===== src/bounded_deque_with_search_core_defines.svh =====
// Assertion macros shared by the deque core.
`ifndef BOUNDED_DEQUE_WITH_SEARCH_CORE_DEFINES_SVH
`define BOUNDED_DEQUE_WITH_SEARCH_CORE_DEFINES_SVH

// Check a consequence in the same cycle as its trigger.
`define BDQS_ASSERT_NOW(label, ante, cons, msg) \
  label: assert property (@(posedge clk) disable iff (!rst_n) (ante) |-> (cons)) \
    else $error(msg);

// Check a consequence in the cycle after its trigger.
`define BDQS_ASSERT_NEXT(label, ante, cons, msg) \
  label: assert property (@(posedge clk) disable iff (!rst_n) (ante) |=> (cons)) \
    else $error(msg);

`endif


===== src/bdqs_pkg.sv =====
`timescale 1ns / 1ps
package bdqs_pkg;

  localparam int DATA_W   = 32;
  localparam int OP_W     = 3;
  localparam int POS_W    = 4;
  localparam int STATUS_W = 2;
  localparam int COUNT_W  = 5;

  typedef enum logic [OP_W-1:0] {
    OP_PUSH_FRONT = 3'd0,
    OP_PUSH_BACK  = 3'd1,
    OP_POP_FRONT  = 3'd2,
    OP_POP_BACK   = 3'd3,
    OP_FIND       = 3'd4,
    OP_REMOVE     = 3'd5
  } op_t;

  typedef enum logic [STATUS_W-1:0] {
    ST_OK       = 2'd0,
    ST_EMPTY    = 2'd1,
    ST_NOTFOUND = 2'd2,
    ST_FULL     = 2'd3
  } status_t;

  // Control strobes from the sequencer to the ring store
  typedef struct packed {
    logic rd_en;
    logic wr_en;
    logic head_dec;
    logic head_inc;
  } ring_ctl_t;

endpackage


===== src/bdqs_in_if.sv =====
`timescale 1ns / 1ps
interface bdqs_in_if import bdqs_pkg::*; ();
  logic                     valid;
  logic                     ready;
  logic [OP_W-1:0]          opcode;
  logic signed [DATA_W-1:0] operand_value;

  modport source (output valid, output opcode, output operand_value, input ready);
  modport sink   (input valid, input opcode, input operand_value, output ready);
endinterface


===== src/bdqs_out_if.sv =====
`timescale 1ns / 1ps
interface bdqs_out_if import bdqs_pkg::*; ();
  logic                     valid;
  logic                     ready;
  logic signed [DATA_W-1:0] data_out;
  logic [POS_W-1:0]         position;
  logic [STATUS_W-1:0]      status;
  logic [COUNT_W-1:0]       entry_count;

  modport source (output valid, output data_out, output position, output status,
                  output entry_count, input ready);
  modport sink   (input valid, input data_out, input position, input status,
                  input entry_count, output ready);
endinterface


===== src/bdqs_ring.sv =====
`timescale 1ns / 1ps
module bdqs_ring import bdqs_pkg::*; #(
  parameter int DEPTH = 16,
  localparam int AW   = $clog2(DEPTH)
) (
  input  logic              clk,
  input  logic              rst_n,
  input  ring_ctl_t         ctl,
  input  logic [AW-1:0]     rd_idx,
  input  logic [AW-1:0]     wr_idx,
  input  logic [DATA_W-1:0] wr_data,
  output logic [DATA_W-1:0] rd_data
);

  logic [DATA_W-1:0] mem [DEPTH];
  logic [DATA_W-1:0] rd_data_r;
  logic [AW-1:0]     head_r, head_nxt;
  logic [AW-1:0]     head_m1, head_p1;
  logic [AW-1:0]     rd_addr, wr_addr;

  // Map a position counted from the front to a slot of the ring
  function automatic logic [AW-1:0] to_slot(input logic [AW-1:0] h,
                                            input logic [AW-1:0] i);
    logic [AW:0] s;
    s = {1'b0, h} + {1'b0, i};
    if (s >= (AW+1)'(DEPTH)) begin
      s = s - (AW+1)'(DEPTH);
    end
    return s[AW-1:0];
  endfunction

  assign head_m1 = (head_r == '0) ? AW'(DEPTH - 1) : head_r - 1'b1;
  assign head_p1 = (head_r == AW'(DEPTH - 1)) ? '0 : head_r + 1'b1;
  assign rd_addr = to_slot(head_r, rd_idx);
  assign wr_addr = ctl.head_dec ? head_m1 : to_slot(head_r, wr_idx);

  // Move the front pointer on push front or pop front
  always_comb begin
    head_nxt = head_r;
    if (ctl.head_dec) begin
      head_nxt = head_m1;
    end else if (ctl.head_inc) begin
      head_nxt = head_p1;
    end
  end

  always_ff @(posedge clk) begin
    if (!rst_n) begin
      head_r <= '0;
    end else begin
      head_r <= head_nxt;
    end
  end

  // Write one slot and read one slot each cycle, when enabled
  always_ff @(posedge clk) begin
    if (ctl.wr_en) begin
      mem[wr_addr] <= wr_data;
    end
    if (ctl.rd_en) begin
      rd_data_r <= mem[rd_addr];
    end
  end

  assign rd_data = rd_data_r;

endmodule


===== src/bounded_deque_with_search_core.sv =====
`timescale 1ns / 1ps
// Channel | Dir | Payload                                       | Moves on
// in_ch   | in  | opcode, operand_value                         | valid & ready
// out_ch  | out | data_out, position, status, entry_count       | valid & ready
//
// A push goes straight to the result stage and a pop passes through S_POP; find
// scans in S_CMP, and remove then moves each entry behind the match in S_SHIFT.
// The scan and the close-up both run through the ring store's single read and
// write port, one entry per cycle. in_ch.ready is high only while idle.
// rst_n is synchronous; it empties the store. A waiting result holds in the
// output register while the next item is accepted; a second result waits.
module bounded_deque_with_search_core import bdqs_pkg::*; #(
  parameter int DEPTH = 16
) (
  input logic       clk,
  input logic       rst_n,
  bdqs_in_if.sink   in_ch,
  bdqs_out_if.source out_ch
);

`include "bounded_deque_with_search_core_defines.svh"

  localparam int AW = $clog2(DEPTH);
  localparam int CW = $clog2(DEPTH + 1);

  typedef enum logic [4:0] {
    S_IDLE  = 5'b00001,
    S_POP   = 5'b00010,
    S_CMP   = 5'b00100,
    S_SHIFT = 5'b01000,
    S_DONE  = 5'b10000
  } state_t;

  state_t            state_r, state_nxt;
  logic [CW-1:0]     count_r, count_nxt;
  logic [AW-1:0]     idx_r, idx_nxt;
  op_t               op_r, op_nxt;
  logic [DATA_W-1:0] val_r, val_nxt;
  logic [DATA_W-1:0] data_r, data_nxt;
  logic [AW-1:0]     pos_r, pos_nxt;
  status_t           status_r, status_nxt;

  logic                out_valid_r, out_valid_nxt;
  logic [DATA_W-1:0]   out_data_r, out_data_nxt;
  logic [POS_W-1:0]    out_pos_r, out_pos_nxt;
  status_t             out_status_r, out_status_nxt;
  logic [COUNT_W-1:0]  out_count_r, out_count_nxt;

  ring_ctl_t         ctl;
  logic [AW-1:0]     rd_idx, wr_idx;
  logic [DATA_W-1:0] wr_data, rd_data;

  logic              in_fire;
  logic              full, empty;
  logic              push_ok, scan_busy;
  logic [CW-1:0]     idx_p1, idx_p2, count_m1;
  logic [AW+POS_W-1:0]   pos_wide;
  logic [CW+COUNT_W-1:0] count_wide;

  assign in_fire  = in_ch.valid && in_ch.ready;
  assign full     = (count_r == CW'(DEPTH));
  assign empty    = (count_r == '0);
  assign idx_p1   = CW'(idx_r) + 1'b1;
  assign idx_p2   = CW'(idx_r) + 2'd2;
  assign count_m1 = count_r - 1'b1;
  assign pos_wide   = (AW+POS_W)'(pos_r);
  assign count_wide = (CW+COUNT_W)'(count_r);

  bdqs_ring #(.DEPTH(DEPTH)) u_ring (
    .clk     (clk),
    .rst_n   (rst_n),
    .ctl     (ctl),
    .rd_idx  (rd_idx),
    .wr_idx  (wr_idx),
    .wr_data (wr_data),
    .rd_data (rd_data)
  );

  // Sequence one item through the ring store
  always_comb begin
    state_nxt  = state_r;
    count_nxt  = count_r;
    idx_nxt    = idx_r;
    op_nxt     = op_r;
    val_nxt    = val_r;
    data_nxt   = data_r;
    pos_nxt    = pos_r;
    status_nxt = status_r;
    ctl        = '0;
    rd_idx     = '0;
    wr_idx     = '0;
    wr_data    = val_r;

    out_valid_nxt  = out_valid_r && !out_ch.ready;
    out_data_nxt   = out_data_r;
    out_pos_nxt    = out_pos_r;
    out_status_nxt = out_status_r;
    out_count_nxt  = out_count_r;

    case (state_r)
      S_IDLE: begin
        if (in_ch.valid) begin
          op_nxt     = op_t'(in_ch.opcode);
          val_nxt    = in_ch.operand_value;
          data_nxt   = '0;
          pos_nxt    = '0;
          status_nxt = ST_OK;
          idx_nxt    = '0;
          state_nxt  = S_DONE;
          case (op_t'(in_ch.opcode))
            OP_PUSH_FRONT: begin
              if (full) begin
                status_nxt = ST_FULL;
              end else begin
                ctl.wr_en    = 1'b1;
                ctl.head_dec = 1'b1;
                wr_data      = in_ch.operand_value;
                count_nxt    = count_r + 1'b1;
              end
            end
            OP_PUSH_BACK: begin
              if (full) begin
                status_nxt = ST_FULL;
              end else begin
                ctl.wr_en = 1'b1;
                wr_idx    = count_r[AW-1:0];
                wr_data   = in_ch.operand_value;
                count_nxt = count_r + 1'b1;
              end
            end
            OP_POP_FRONT: begin
              if (empty) begin
                status_nxt = ST_EMPTY;
              end else begin
                ctl.rd_en    = 1'b1;
                ctl.head_inc = 1'b1;
                count_nxt    = count_m1;
                state_nxt    = S_POP;
              end
            end
            OP_POP_BACK: begin
              if (empty) begin
                status_nxt = ST_EMPTY;
              end else begin
                ctl.rd_en = 1'b1;
                rd_idx    = count_m1[AW-1:0];
                count_nxt = count_m1;
                state_nxt = S_POP;
              end
            end
            OP_FIND: begin
              if (empty) begin
                status_nxt = ST_NOTFOUND;
              end else begin
                ctl.rd_en = 1'b1;
                state_nxt = S_CMP;
              end
            end
            OP_REMOVE: begin
              if (empty) begin
                status_nxt = ST_EMPTY;
              end else begin
                ctl.rd_en = 1'b1;
                state_nxt = S_CMP;
              end
            end
            default: ;
          endcase
        end
      end

      // Take the popped word from the store
      S_POP: begin
        data_nxt  = rd_data;
        state_nxt = S_DONE;
      end

      // Compare one entry per cycle while fetching the next
      S_CMP: begin
        if (rd_data == val_r) begin
          if (op_r == OP_FIND) begin
            pos_nxt   = idx_r;
            state_nxt = S_DONE;
          end else begin
            data_nxt = rd_data;
            if (idx_p1 < count_r) begin
              ctl.rd_en = 1'b1;
              rd_idx    = idx_p1[AW-1:0];
              state_nxt = S_SHIFT;
            end else begin
              count_nxt = count_m1;
              state_nxt = S_DONE;
            end
          end
        end else if (idx_p1 == count_r) begin
          status_nxt = ST_NOTFOUND;
          state_nxt  = S_DONE;
        end else begin
          ctl.rd_en = 1'b1;
          rd_idx    = idx_p1[AW-1:0];
          idx_nxt   = idx_p1[AW-1:0];
        end
      end

      // Close the gap: move each later entry one place toward the front
      S_SHIFT: begin
        ctl.wr_en = 1'b1;
        wr_idx    = idx_r;
        wr_data   = rd_data;
        idx_nxt   = idx_p1[AW-1:0];
        if (idx_p2 < count_r) begin
          ctl.rd_en = 1'b1;
          rd_idx    = idx_p2[AW-1:0];
        end else begin
          count_nxt = count_m1;
          state_nxt = S_DONE;
        end
      end

      // Hand the result to the output register once it is free
      S_DONE: begin
        if (!out_valid_r || out_ch.ready) begin
          out_valid_nxt  = 1'b1;
          out_data_nxt   = data_r;
          out_pos_nxt    = pos_wide[POS_W-1:0];
          out_status_nxt = status_r;
          out_count_nxt  = count_wide[COUNT_W-1:0];
          state_nxt      = S_IDLE;
        end
      end

      default: state_nxt = S_IDLE;
    endcase
  end

  // Control state
  always_ff @(posedge clk) begin
    if (!rst_n) begin
      state_r     <= S_IDLE;
      count_r     <= '0;
      out_valid_r <= 1'b0;
    end else begin
      state_r     <= state_nxt;
      count_r     <= count_nxt;
      out_valid_r <= out_valid_nxt;
    end
  end

  // Working and result payload
  always_ff @(posedge clk) begin
    idx_r        <= idx_nxt;
    op_r         <= op_nxt;
    val_r        <= val_nxt;
    data_r       <= data_nxt;
    pos_r        <= pos_nxt;
    status_r     <= status_nxt;
    out_data_r   <= out_data_nxt;
    out_pos_r    <= out_pos_nxt;
    out_status_r <= out_status_nxt;
    out_count_r  <= out_count_nxt;
  end

  assign in_ch.ready        = (state_r == S_IDLE);
  assign out_ch.valid       = out_valid_r;
  assign out_ch.data_out    = out_data_r;
  assign out_ch.position    = out_pos_r;
  assign out_ch.status      = out_status_r;
  assign out_ch.entry_count = out_count_r;

  // Qualifiers for the checks below
  assign push_ok   = in_fire && !full &&
                     (in_ch.opcode == OP_PUSH_FRONT || in_ch.opcode == OP_PUSH_BACK);
  assign scan_busy = (state_r == S_CMP) || (state_r == S_SHIFT);

  `BDQS_ASSERT_NOW(a_count_bound, 1'b1, count_r <= CW'(DEPTH), "entry count above depth")
  `BDQS_ASSERT_NEXT(a_busy_after_accept, in_fire, !in_ch.ready, "ready right after accept")
  `BDQS_ASSERT_NEXT(a_push_grows, push_ok, count_r == $past(count_r) + 1'b1, "push lost an entry")
  `BDQS_ASSERT_NOW(a_scan_nonempty, scan_busy, count_r != '0, "scan over an empty store")
  `BDQS_ASSERT_NOW(a_shift_remove, state_r == S_SHIFT, op_r == OP_REMOVE, "close-up outside remove")

endmodule


===== src/flat_wrapper.sv =====
// flat-port wrapper written by rule: the top's interface ports become plain ports
module bounded_deque_with_search_core_flat import bdqs_pkg::*;
#(
  parameter int DEPTH = 16
)
  (clk, rst_n, in_ch_valid, in_ch_opcode, in_ch_operand_value, in_ch_ready, out_ch_valid, out_ch_data_out, out_ch_position, out_ch_status, out_ch_entry_count, out_ch_ready);
  bdqs_in_if in_ch_i ();
  bdqs_out_if out_ch_i ();
  input logic clk;
  input logic rst_n;
  input wire logic [$bits(in_ch_i.valid)-1:0] in_ch_valid;
  input wire logic [$bits(in_ch_i.opcode)-1:0] in_ch_opcode;
  input wire logic [$bits(in_ch_i.operand_value)-1:0] in_ch_operand_value;
  output wire logic [$bits(in_ch_i.ready)-1:0] in_ch_ready;
  output wire logic [$bits(out_ch_i.valid)-1:0] out_ch_valid;
  output wire logic [$bits(out_ch_i.data_out)-1:0] out_ch_data_out;
  output wire logic [$bits(out_ch_i.position)-1:0] out_ch_position;
  output wire logic [$bits(out_ch_i.status)-1:0] out_ch_status;
  output wire logic [$bits(out_ch_i.entry_count)-1:0] out_ch_entry_count;
  input wire logic [$bits(out_ch_i.ready)-1:0] out_ch_ready;
  assign in_ch_i.valid = in_ch_valid;
  assign in_ch_i.opcode = in_ch_opcode;
  assign in_ch_i.operand_value = in_ch_operand_value;
  assign in_ch_ready = in_ch_i.ready;
  assign out_ch_valid = out_ch_i.valid;
  assign out_ch_data_out = out_ch_i.data_out;
  assign out_ch_position = out_ch_i.position;
  assign out_ch_status = out_ch_i.status;
  assign out_ch_entry_count = out_ch_i.entry_count;
  assign out_ch_i.ready = out_ch_ready;
  bounded_deque_with_search_core #(.DEPTH(DEPTH)) u_core (.clk(clk), .rst_n(rst_n), .in_ch(in_ch_i), .out_ch(out_ch_i));
endmodule

===== config.mk =====
export PLATFORM = sky130hd
export DESIGN_NAME = bounded_deque_with_search_core_flat
export DESIGN_NICKNAME = d
export VERILOG_FILES = /design/src/bdqs_pkg.sv /design/src/bdqs_in_if.sv /design/src/bdqs_out_if.sv /design/src/bdqs_ring.sv /design/src/bounded_deque_with_search_core.sv /design/src/flat_wrapper.sv
export VERILOG_INCLUDE_DIRS = /design/src /design/src/src
export SDC_FILE = /design/constraint.sdc
export NUM_CORES = 1
export LEC_CHECK = 0
export ABC_CLOCK_PERIOD_IN_PS = 11400
export BUFFER_PORTS_ARGS = -buffer_cell sky130_fd_sc_hd__buf_2
export CAP_MARGIN = 25
export CORE_UTILIZATION = 30
export CTS_CLUSTER_DIAMETER = 30
export DETAILED_ROUTE_END_ITERATION = 16
export PLACE_DENSITY_LB_ADDON = 0.2
export SETUP_SLACK_MARGIN = 0.1
export SLEW_MARGIN = 20
export SYNTH_ARGS = -nofsm -noshare
export SYNTH_HDL_FRONTEND = slang
export SYNTH_HIERARCHICAL = 1
export SYNTH_SLANG_ARGS = --single-unit

===== constraint.sdc =====
create_clock -name clk -period 11.4 [get_ports clk]
set_input_delay 1.14 -clock clk [delete_from_list [all_inputs] [get_ports clk]]
set_output_delay 1.14 -clock clk [all_outputs]
set_load 0.005 [all_outputs]

**Yosys cells after proc, flatten, opt, wreduce, memory -nomap -nowiden**

Memories as Yosys holds them, arrays and structs flattened. A register that Yosys moved wholly into a read port is not among the register bits.
Cells that the tools add are included.

- Word-level logic and storage cells: 165
- Output and inout port bits: 45
- Input bits: 39
- Memories kept: 1
- Register bits after elaboration: 135
- RAM bits: 512

- Eq/ne operators: 29
- Muxes and demuxes: 83
- Reductions and logical operators: 24
- Magnitude comparators: 4
- $add $sub $neg: 10

Memory list:

| memory | depth | width | rd ports | clocked after memory_dff | write ports | RTL line | text |
|---|---|---|---|---|---|---|---|
| u_core.u_ring.mem | 16 | 32 | 1 | 1 | 1 | bdqs_ring.sv:15 | `logic [DATA_W-1:0] mem [DEPTH];` |

Operator list:

| cell | count |
|---|---|
| two-way mux 32 bit | 6 |
| two-way mux 4 bit | 24 |
| one-hot mux 32 bit (3 select lines) | 1 |
| two-way mux 5 bit | 16 |
| one-hot mux 32 bit (2 select lines) | 1 |
| equality test 32 bit | 1 |
| one-hot mux 5 bit (5 select lines) | 1 |
| one-hot mux 4 bit (3 select lines) | 2 |
| one-hot mux 5 bit (2 select lines) | 2 |
| AND reduction 4 bit | 5 |
| one-hot mux 4 bit (2 select lines) | 2 |
| two-way mux 1 bit | 15 |
| one-hot mux 5 bit (3 select lines) | 1 |
| two-way mux 2 bit | 7 |
| inequality test 2 bit, second input constant | 6 |
| subtractor 4 x 1 -> 4 bit, second input constant | 3 |
| adder 4 x 4 -> 5 bit | 2 |
| equality test 5 bit, second input constant | 2 |
| greater-or-equal comparator 5 bit, second input constant | 2 |
| less-than comparator 5 bit | 2 |
| equality test 3 bit, second input constant | 3 |
| inequality test 3 bit, second input constant | 3 |
| AND reduction 9 bit | 1 |
| inequality test 2 x 1 -> 1 bit, second input constant | 4 |
| other kinds (30) | 38 |

**Depth between registers and ports, before layout**

- Word-level depth: 9
- Mapped depth: 19
- Depth with buffers taken out: 17

**By module**

Netlist, hierarchy kept.

Modules (own cells, without submodules):

| module | cells an instance | area an instance (µm²) | seq. area each (µm²) | times used |
|---|---|---|---|---|
| bdqs_ring | 1019 | 21424.3 | 16415.7 | 1 |
| bounded_deque_with_search_core | 508 | 6213.5 | 3823.7 | 1 |

**Worst setup path after synthesis**

No wires, ideal clock.

- Path type: input -> register
- Start point: input port in_ch_valid
- End point: memory u_core.u_ring.mem[8][0] (enable)
- Arrival: 6497 ps
- Required time: 10898 ps
- Slack: 4401 ps
- Library setup time: 502 ps
- Cell stages on the path: 10
- Path buffers: 0
- Cell sequence: inv_1 > nor4_1 > and3b_1 > a21boi_0 > a22o_1 > ha_1 > a21o_1 > a21oi_1 > mux2_2 > nor4_1

- Longest elaborated chain between the ends: 6
- Elaborated cells between the ends (all ways): 12
- Classes of those cells: add/sub (2); order compare (1); mux (9)

Ends and longest elaborated chain:

| what | RTL line | text |
|---|---|---|
| from (decl) | flat_wrapper.sv:11 | `input wire logic [$bits(in_ch_i.valid)-1:0] in_ch_valid;` |
| two-way mux 4 bit (*) | bounded_deque_with_search_core.sv:102 | `if (in_ch.valid) begin` |
| one-hot mux 4 bit (2 select lines) (*) | bounded_deque_with_search_core.sv:100 | `case (state_r)` |
| net u_core.wr_idx[1] | bounded_deque_with_search_core.sv:50 | `logic [AW-1:0] rd_idx, wr_idx;` |
| adder 4 x 4 -> 5 bit (*) | bdqs_ring.sv:25 | `s = {1'b0, h} + {1'b0, i};` |
| subtractor 4 x 1 -> 4 bit or greater-or-equal comparator 5 bit (tied branches) | bdqs_ring.sv:27, bdqs_ring.sv:26 |  |
| two-way mux 4 bit (*) | bdqs_ring.sv:26 | `if (s >= (AW+1)'(DEPTH)) begin` |
| two-way mux 4 bit (*) | bdqs_ring.sv:35 | `assign wr_addr = ctl.head_dec ? head_m1 : to_slot(head_r, wr_idx);` |
| to (decl) | bdqs_ring.sv:15 |  |

The timed path passes the listed nets; every way through them passes the cells marked *.

**Worst setup path after layout**

- Start point: register u_core.u_ring.rd_data_r[1] (netlist: u_core/u_ring/rd_data[1]), read port of u_core.u_ring.mem
- End point: register u_core.u_ring.rd_data_r[30] (netlist: u_core/u_ring/rd_data[30]), read port of u_core.u_ring.mem (data pin)

- Longest elaborated chain between the ends: 6
- Elaborated cells between the ends (all ways): 9
- Classes of those cells: add/sub (2); order compare (1); eq/ne (1); mux (5)

Ends and longest elaborated chain:

| what | RTL line | text |
|---|---|---|
| from (decl) | bdqs_ring.sv:16 | `logic [DATA_W-1:0] rd_data_r;` |
| equality test 32 bit (*) | bounded_deque_with_search_core.sv:180 | `if (rd_data == val_r) begin` |
| two-way mux 4 bit (*) | bounded_deque_with_search_core.sv:180 |  |
| one-hot mux 4 bit (3 select lines) (*) | bounded_deque_with_search_core.sv:100 |  |
| net u_core.rd_idx[0] | bounded_deque_with_search_core.sv:50 |  |
| adder 4 x 4 -> 5 bit (*) | bdqs_ring.sv:25 |  |
| subtractor 4 x 1 -> 4 bit or greater-or-equal comparator 5 bit (tied branches) | bdqs_ring.sv:27, bdqs_ring.sv:26 |  |
| two-way mux 4 bit (*) | bdqs_ring.sv:26 |  |

Marked as above.
A chain may end at the register's enable or synchronous reset.

==> results_dict.tcl <==
set metrics [dict create \
    postRouteWirelength_um 75100 \
    clockBufferDepth 3 \
    intPower_w 0.00597 \
    netlist_instances 1527 \
    start_kind "flop" \
    syn-cell-area_um2 27600 \
    stdcell_count 2974 \
    htree_levels 4 \
    area_growth_pct 23.3 \
    clock_skew_ps 34.4 \
    clk_latency_ps 710 \
    drt_iter0_drc 1199 \
    grt_use_met2_pct 27.4 \
    row_count 110 \
    grt_setup_unrepaired "false" \
    synth_top_family_by_area "multiplexers" \
    drv_cap 0 \
    final.setup.tns_ps 0 \
    cp_num_buf_inv 2 \
    setup_viol 0 \
    antenna_found_initial 1 \
    start_util_pct 30.5 \
    cts_sinks 679 \
    ys_seq_area_share_pct 73.2 \
    critPathKind "flop to flop" \
    worstPathRequired_ps 11830 \
    max_freq_mhz 158 \
    gr-total-overflow 0 \
    pwr-share-clk_pct 49.2 \
    power_switching_share_pct 24.3 \
    regToRegStartpoint "u_core/u_ring/rd_data[1]" \
    die_w_um 306 \
    drive_gt1_share_pct 28.0 \
    tritoncts "built" \
    cts.repair.resized 0 \
    rrSetupSlack_ps 5060 \
    p_comb_share_pct 10.9 \
    synth_edf_count 664 \
    cts_setup_buffers 0 \
    syn_area_per_cell_um2 18.1 \
    period_needed_ps 6340 \
    synth_most_common_cell "edfxtp_1" \
    die_height_um 306 \
    wl_per_cell_um 25.3 \
    yosysUniqueCellTypes 71 \
    synthDominantCellAreaShare_pct 72.1 \
    total_power_w 0.00789 \
    cp_top_family "buffers and inverters" \
    use_met3_pct 3.57 \
    drc 0 \
    power.leakage_nw 11.3 \
    grt_pass1_vias 16000 \
    vias 15000 \
    core_area_um2 90700 \
    ys_async_sr_fraction_pct 0 \
    min_path_cells 0 \
    whs_ps 414 \
    met1_usage_pct 20.7 \
    crit_slowest_cell "ha_4" \
    p_seq_share_pct 39.9 \
    power_switching_w 0.00192 \
    place.gp.congestion 0.780 \
    worstHoldStart "u_core/data_r[19]" \
    reg2reg_depth 13 \
    syn_nets 1590 \
    ys.warnings.count 6 \
    slew-limit-headroom_pct 27.1 \
    yosysTopAreaCell "edfxtp_1" \
    worst_pin_slew_ps 1080 \
    grt_max_degree 65 \
    slew_viol_final 0 \
    r2r_end "u_core/u_ring/rd_data[30]" \
    io_pins 84 \
    crit_top_cell "buf_4" \
    viasPerCell 5.05 \
    powerDensity_nw_per_um2 232 \
    critical_path.cell_chain "xnor2_1 -> nand4_1 -> nor4_1 -> a21oi_2 -> a22oi_1 -> o221ai_1 -> ha_4 -> buf_4 -> buf_4 -> mux4_2 -> nand2_1 -> a211o_1 -> nand3_1" \
    synth-seq-cells 679 \
    ys_dominant_reg_cell "edfxtp_1" \
    synthXorXnorAreaFrac_pct 1.58 \
    cts_root_buf "clkbuf_16" \
    period_share_pct 55.6 \
    fin_nets 1754 \
    synth_compound_area_share_pct 5.36 \
    drtPass1Iterations 6 \
    crit_path_max_fanout 37 \
    place_inst 2732 \
    synthMuxAreaShare_pct 10.9 \
    synth_adder_area_share_pct 1.14 \
    postRouteAntennaNets 0 \
    grt_first_pass_wirelength_um 109000 \
    ctsHoldBuffers 0 \
    cts_buffers 132 \
    ys_top_cells_by_area "edfxtp_1, mux4_2, nand2_1" \
    yosys-top-cells-count "edfxtp_1, nand2_1, mux4_2, o211ai_1, xnor2_1" \
    cp_data_arrival_time_ps 6770 \
    yosys.area_share.simple_pct 5.89 \
    grt_busiest_layer "met2" \
    worstHoldPathType "flop to flop" \
    dp_hpwl_um 38900 \
    endpoint_kind "flop" \
    ir_worst_vdd_v 0.000109 \
    grt_usage_pct 16.3 \
    max_stage_delay_ps 800 \
    clkTransAtPathRegs_ps 50 \
    final_hold_viol_count 0 \
    fin_util_pct 37.6 \
    hold-path-endpoint "u_core/out_ch.data_out[19]" \
    outcome "finished clean" \
    portBuffers 83 \
    dieArea_um2 93300 \
]
[sequential cells by signal, summed over array words and instances, names as in the netlist, 5 cells and up]
| register | flops |
|---|---|
| u_core/val_r | 32 |
| u_core/count_r | 5 |
| u_core/out_ch.entry_count | 5 |
| u_core/u_ring/mem | 512 |
| u_core/state_r | 5 |
| u_core/out_ch.data_out | 32 |
| u_core/u_ring/rd_data | 32 |
| u_core/data_r | 32 |
[worst max-delay path by stage]
stage               cells past startpoint  slack, ps                startpoint                   endpoint
global route                           13       4700  u_core/u_ring/rd_data[1]  u_core/u_ring/rd_data[30]
finish                                 13       5060  u_core/u_ring/rd_data[1]  u_core/u_ring/rd_data[30]
CTS                                    13       4870  u_core/u_ring/rd_data[1]  u_core/u_ring/rd_data[30]
global placement                       13       4960  u_core/u_ring/rd_data[1]  u_core/u_ring/rd_data[30]
floorplan                              10       4400               in_ch_valid    u_core/u_ring/mem[8][0]
detailed placement                     13       4880  u_core/u_ring/rd_data[1]  u_core/u_ring/rd_data[14]
[worst register-to-register path, stage by stage (launching register included)]
cell and delay (ps):
edfxtp_1 490, xnor2_1 510, nand4_1 430, nor4_1 670, a21oi_2 260, a22oi_1 410, o221ai_1 220, ha_4 800
buf_4 610, buf_4 750, mux4_2 630, nand2_1 100, a211o_1 140, nand3_1 60
[metal layers]
layer / share of wire, % / vias up / routed length (µm)
met4: 2.4 / 0 / 1790
met1: 43 / 7894 / 32000
li1: - / 6511 / -
met3: 5.0 / 121 / 3790
met2: 50 / 491 / 37600
met5: 0 / - / 0
[cell type report]
cell class,count,area (µm²)
fillers,8280,56600
flip-flops and latches,679,20200
multi-input cells,742,7120
clock buffers,151,3440
well taps,1176,1470
clock inverters,88,1070
repair buffers,119,683
inverters,17,63.8
diodes,2,5.00
[power groups by stage]
stage / combinational, W / clock, W / sequential (W)
after floorplan: 0.000574 / 0 / 0.00317
after global placement: 0.000851 / 0 / 0.00319
after detailed placement: 0.000869 / 0 / 0.00319
after CTS: 0.000873 / 0.00395 / 0.00315
after global routing: 0.000944 / 0.00406 / 0.00316
final: 0.000861 / 0.00389 / 0.00315
[cell usage in the layout, fill, tap and decap left out, types with 9 or more instances in the layout]
cell type | Yosys | layout
inv_1 | 17 | 17
xnor2_1 | 42 | 42
a21oi_1 | 17 | 16
edfxtp_1 | 664 | 664
clkbuf_16 | 0 | 135
inv_6 | 0 | 12
nor2b_1 | 10 | 9
dfxtp_1 | 15 | 15
nor2_1 | 26 | 26
buf_4 | 15 | 35
clkinv_2 | 0 | 23
a211o_1 | 32 | 32
and2_1 | 33 | 33
buf_2 | 25 | 83
mux2i_1 | 12 | 11
mux4_2 | 128 | 128
a22oi_1 | 33 | 33
nor4_2 | 0 | 9
ha_1 | 22 | 21
bufinv_16 | 0 | 19
nand2_1 | 158 | 158
o211ai_1 | 66 | 66
clkinv_1 | 0 | 13
nand3_1 | 39 | 39
a211oi_4 | 0 | 9
clkbuf_1 | 40 | 16
[cell families after synthesis]
kind of cell,Yosys count
simple gates,333
fa+ha+maj,24
xor+xnor,48
compound gates,195
flops,679
mux,142
buf+inv,106
[per-stage QoR]
step                setup slack (ps)  area (µm²)
floorplan                       4400       27600
global placement                4960       29600
detailed placement              4880       29600
CTS                             4870       34100
global route                    4700       34100
finish                          5060       34100
Power figures use the tool's default switching activity.
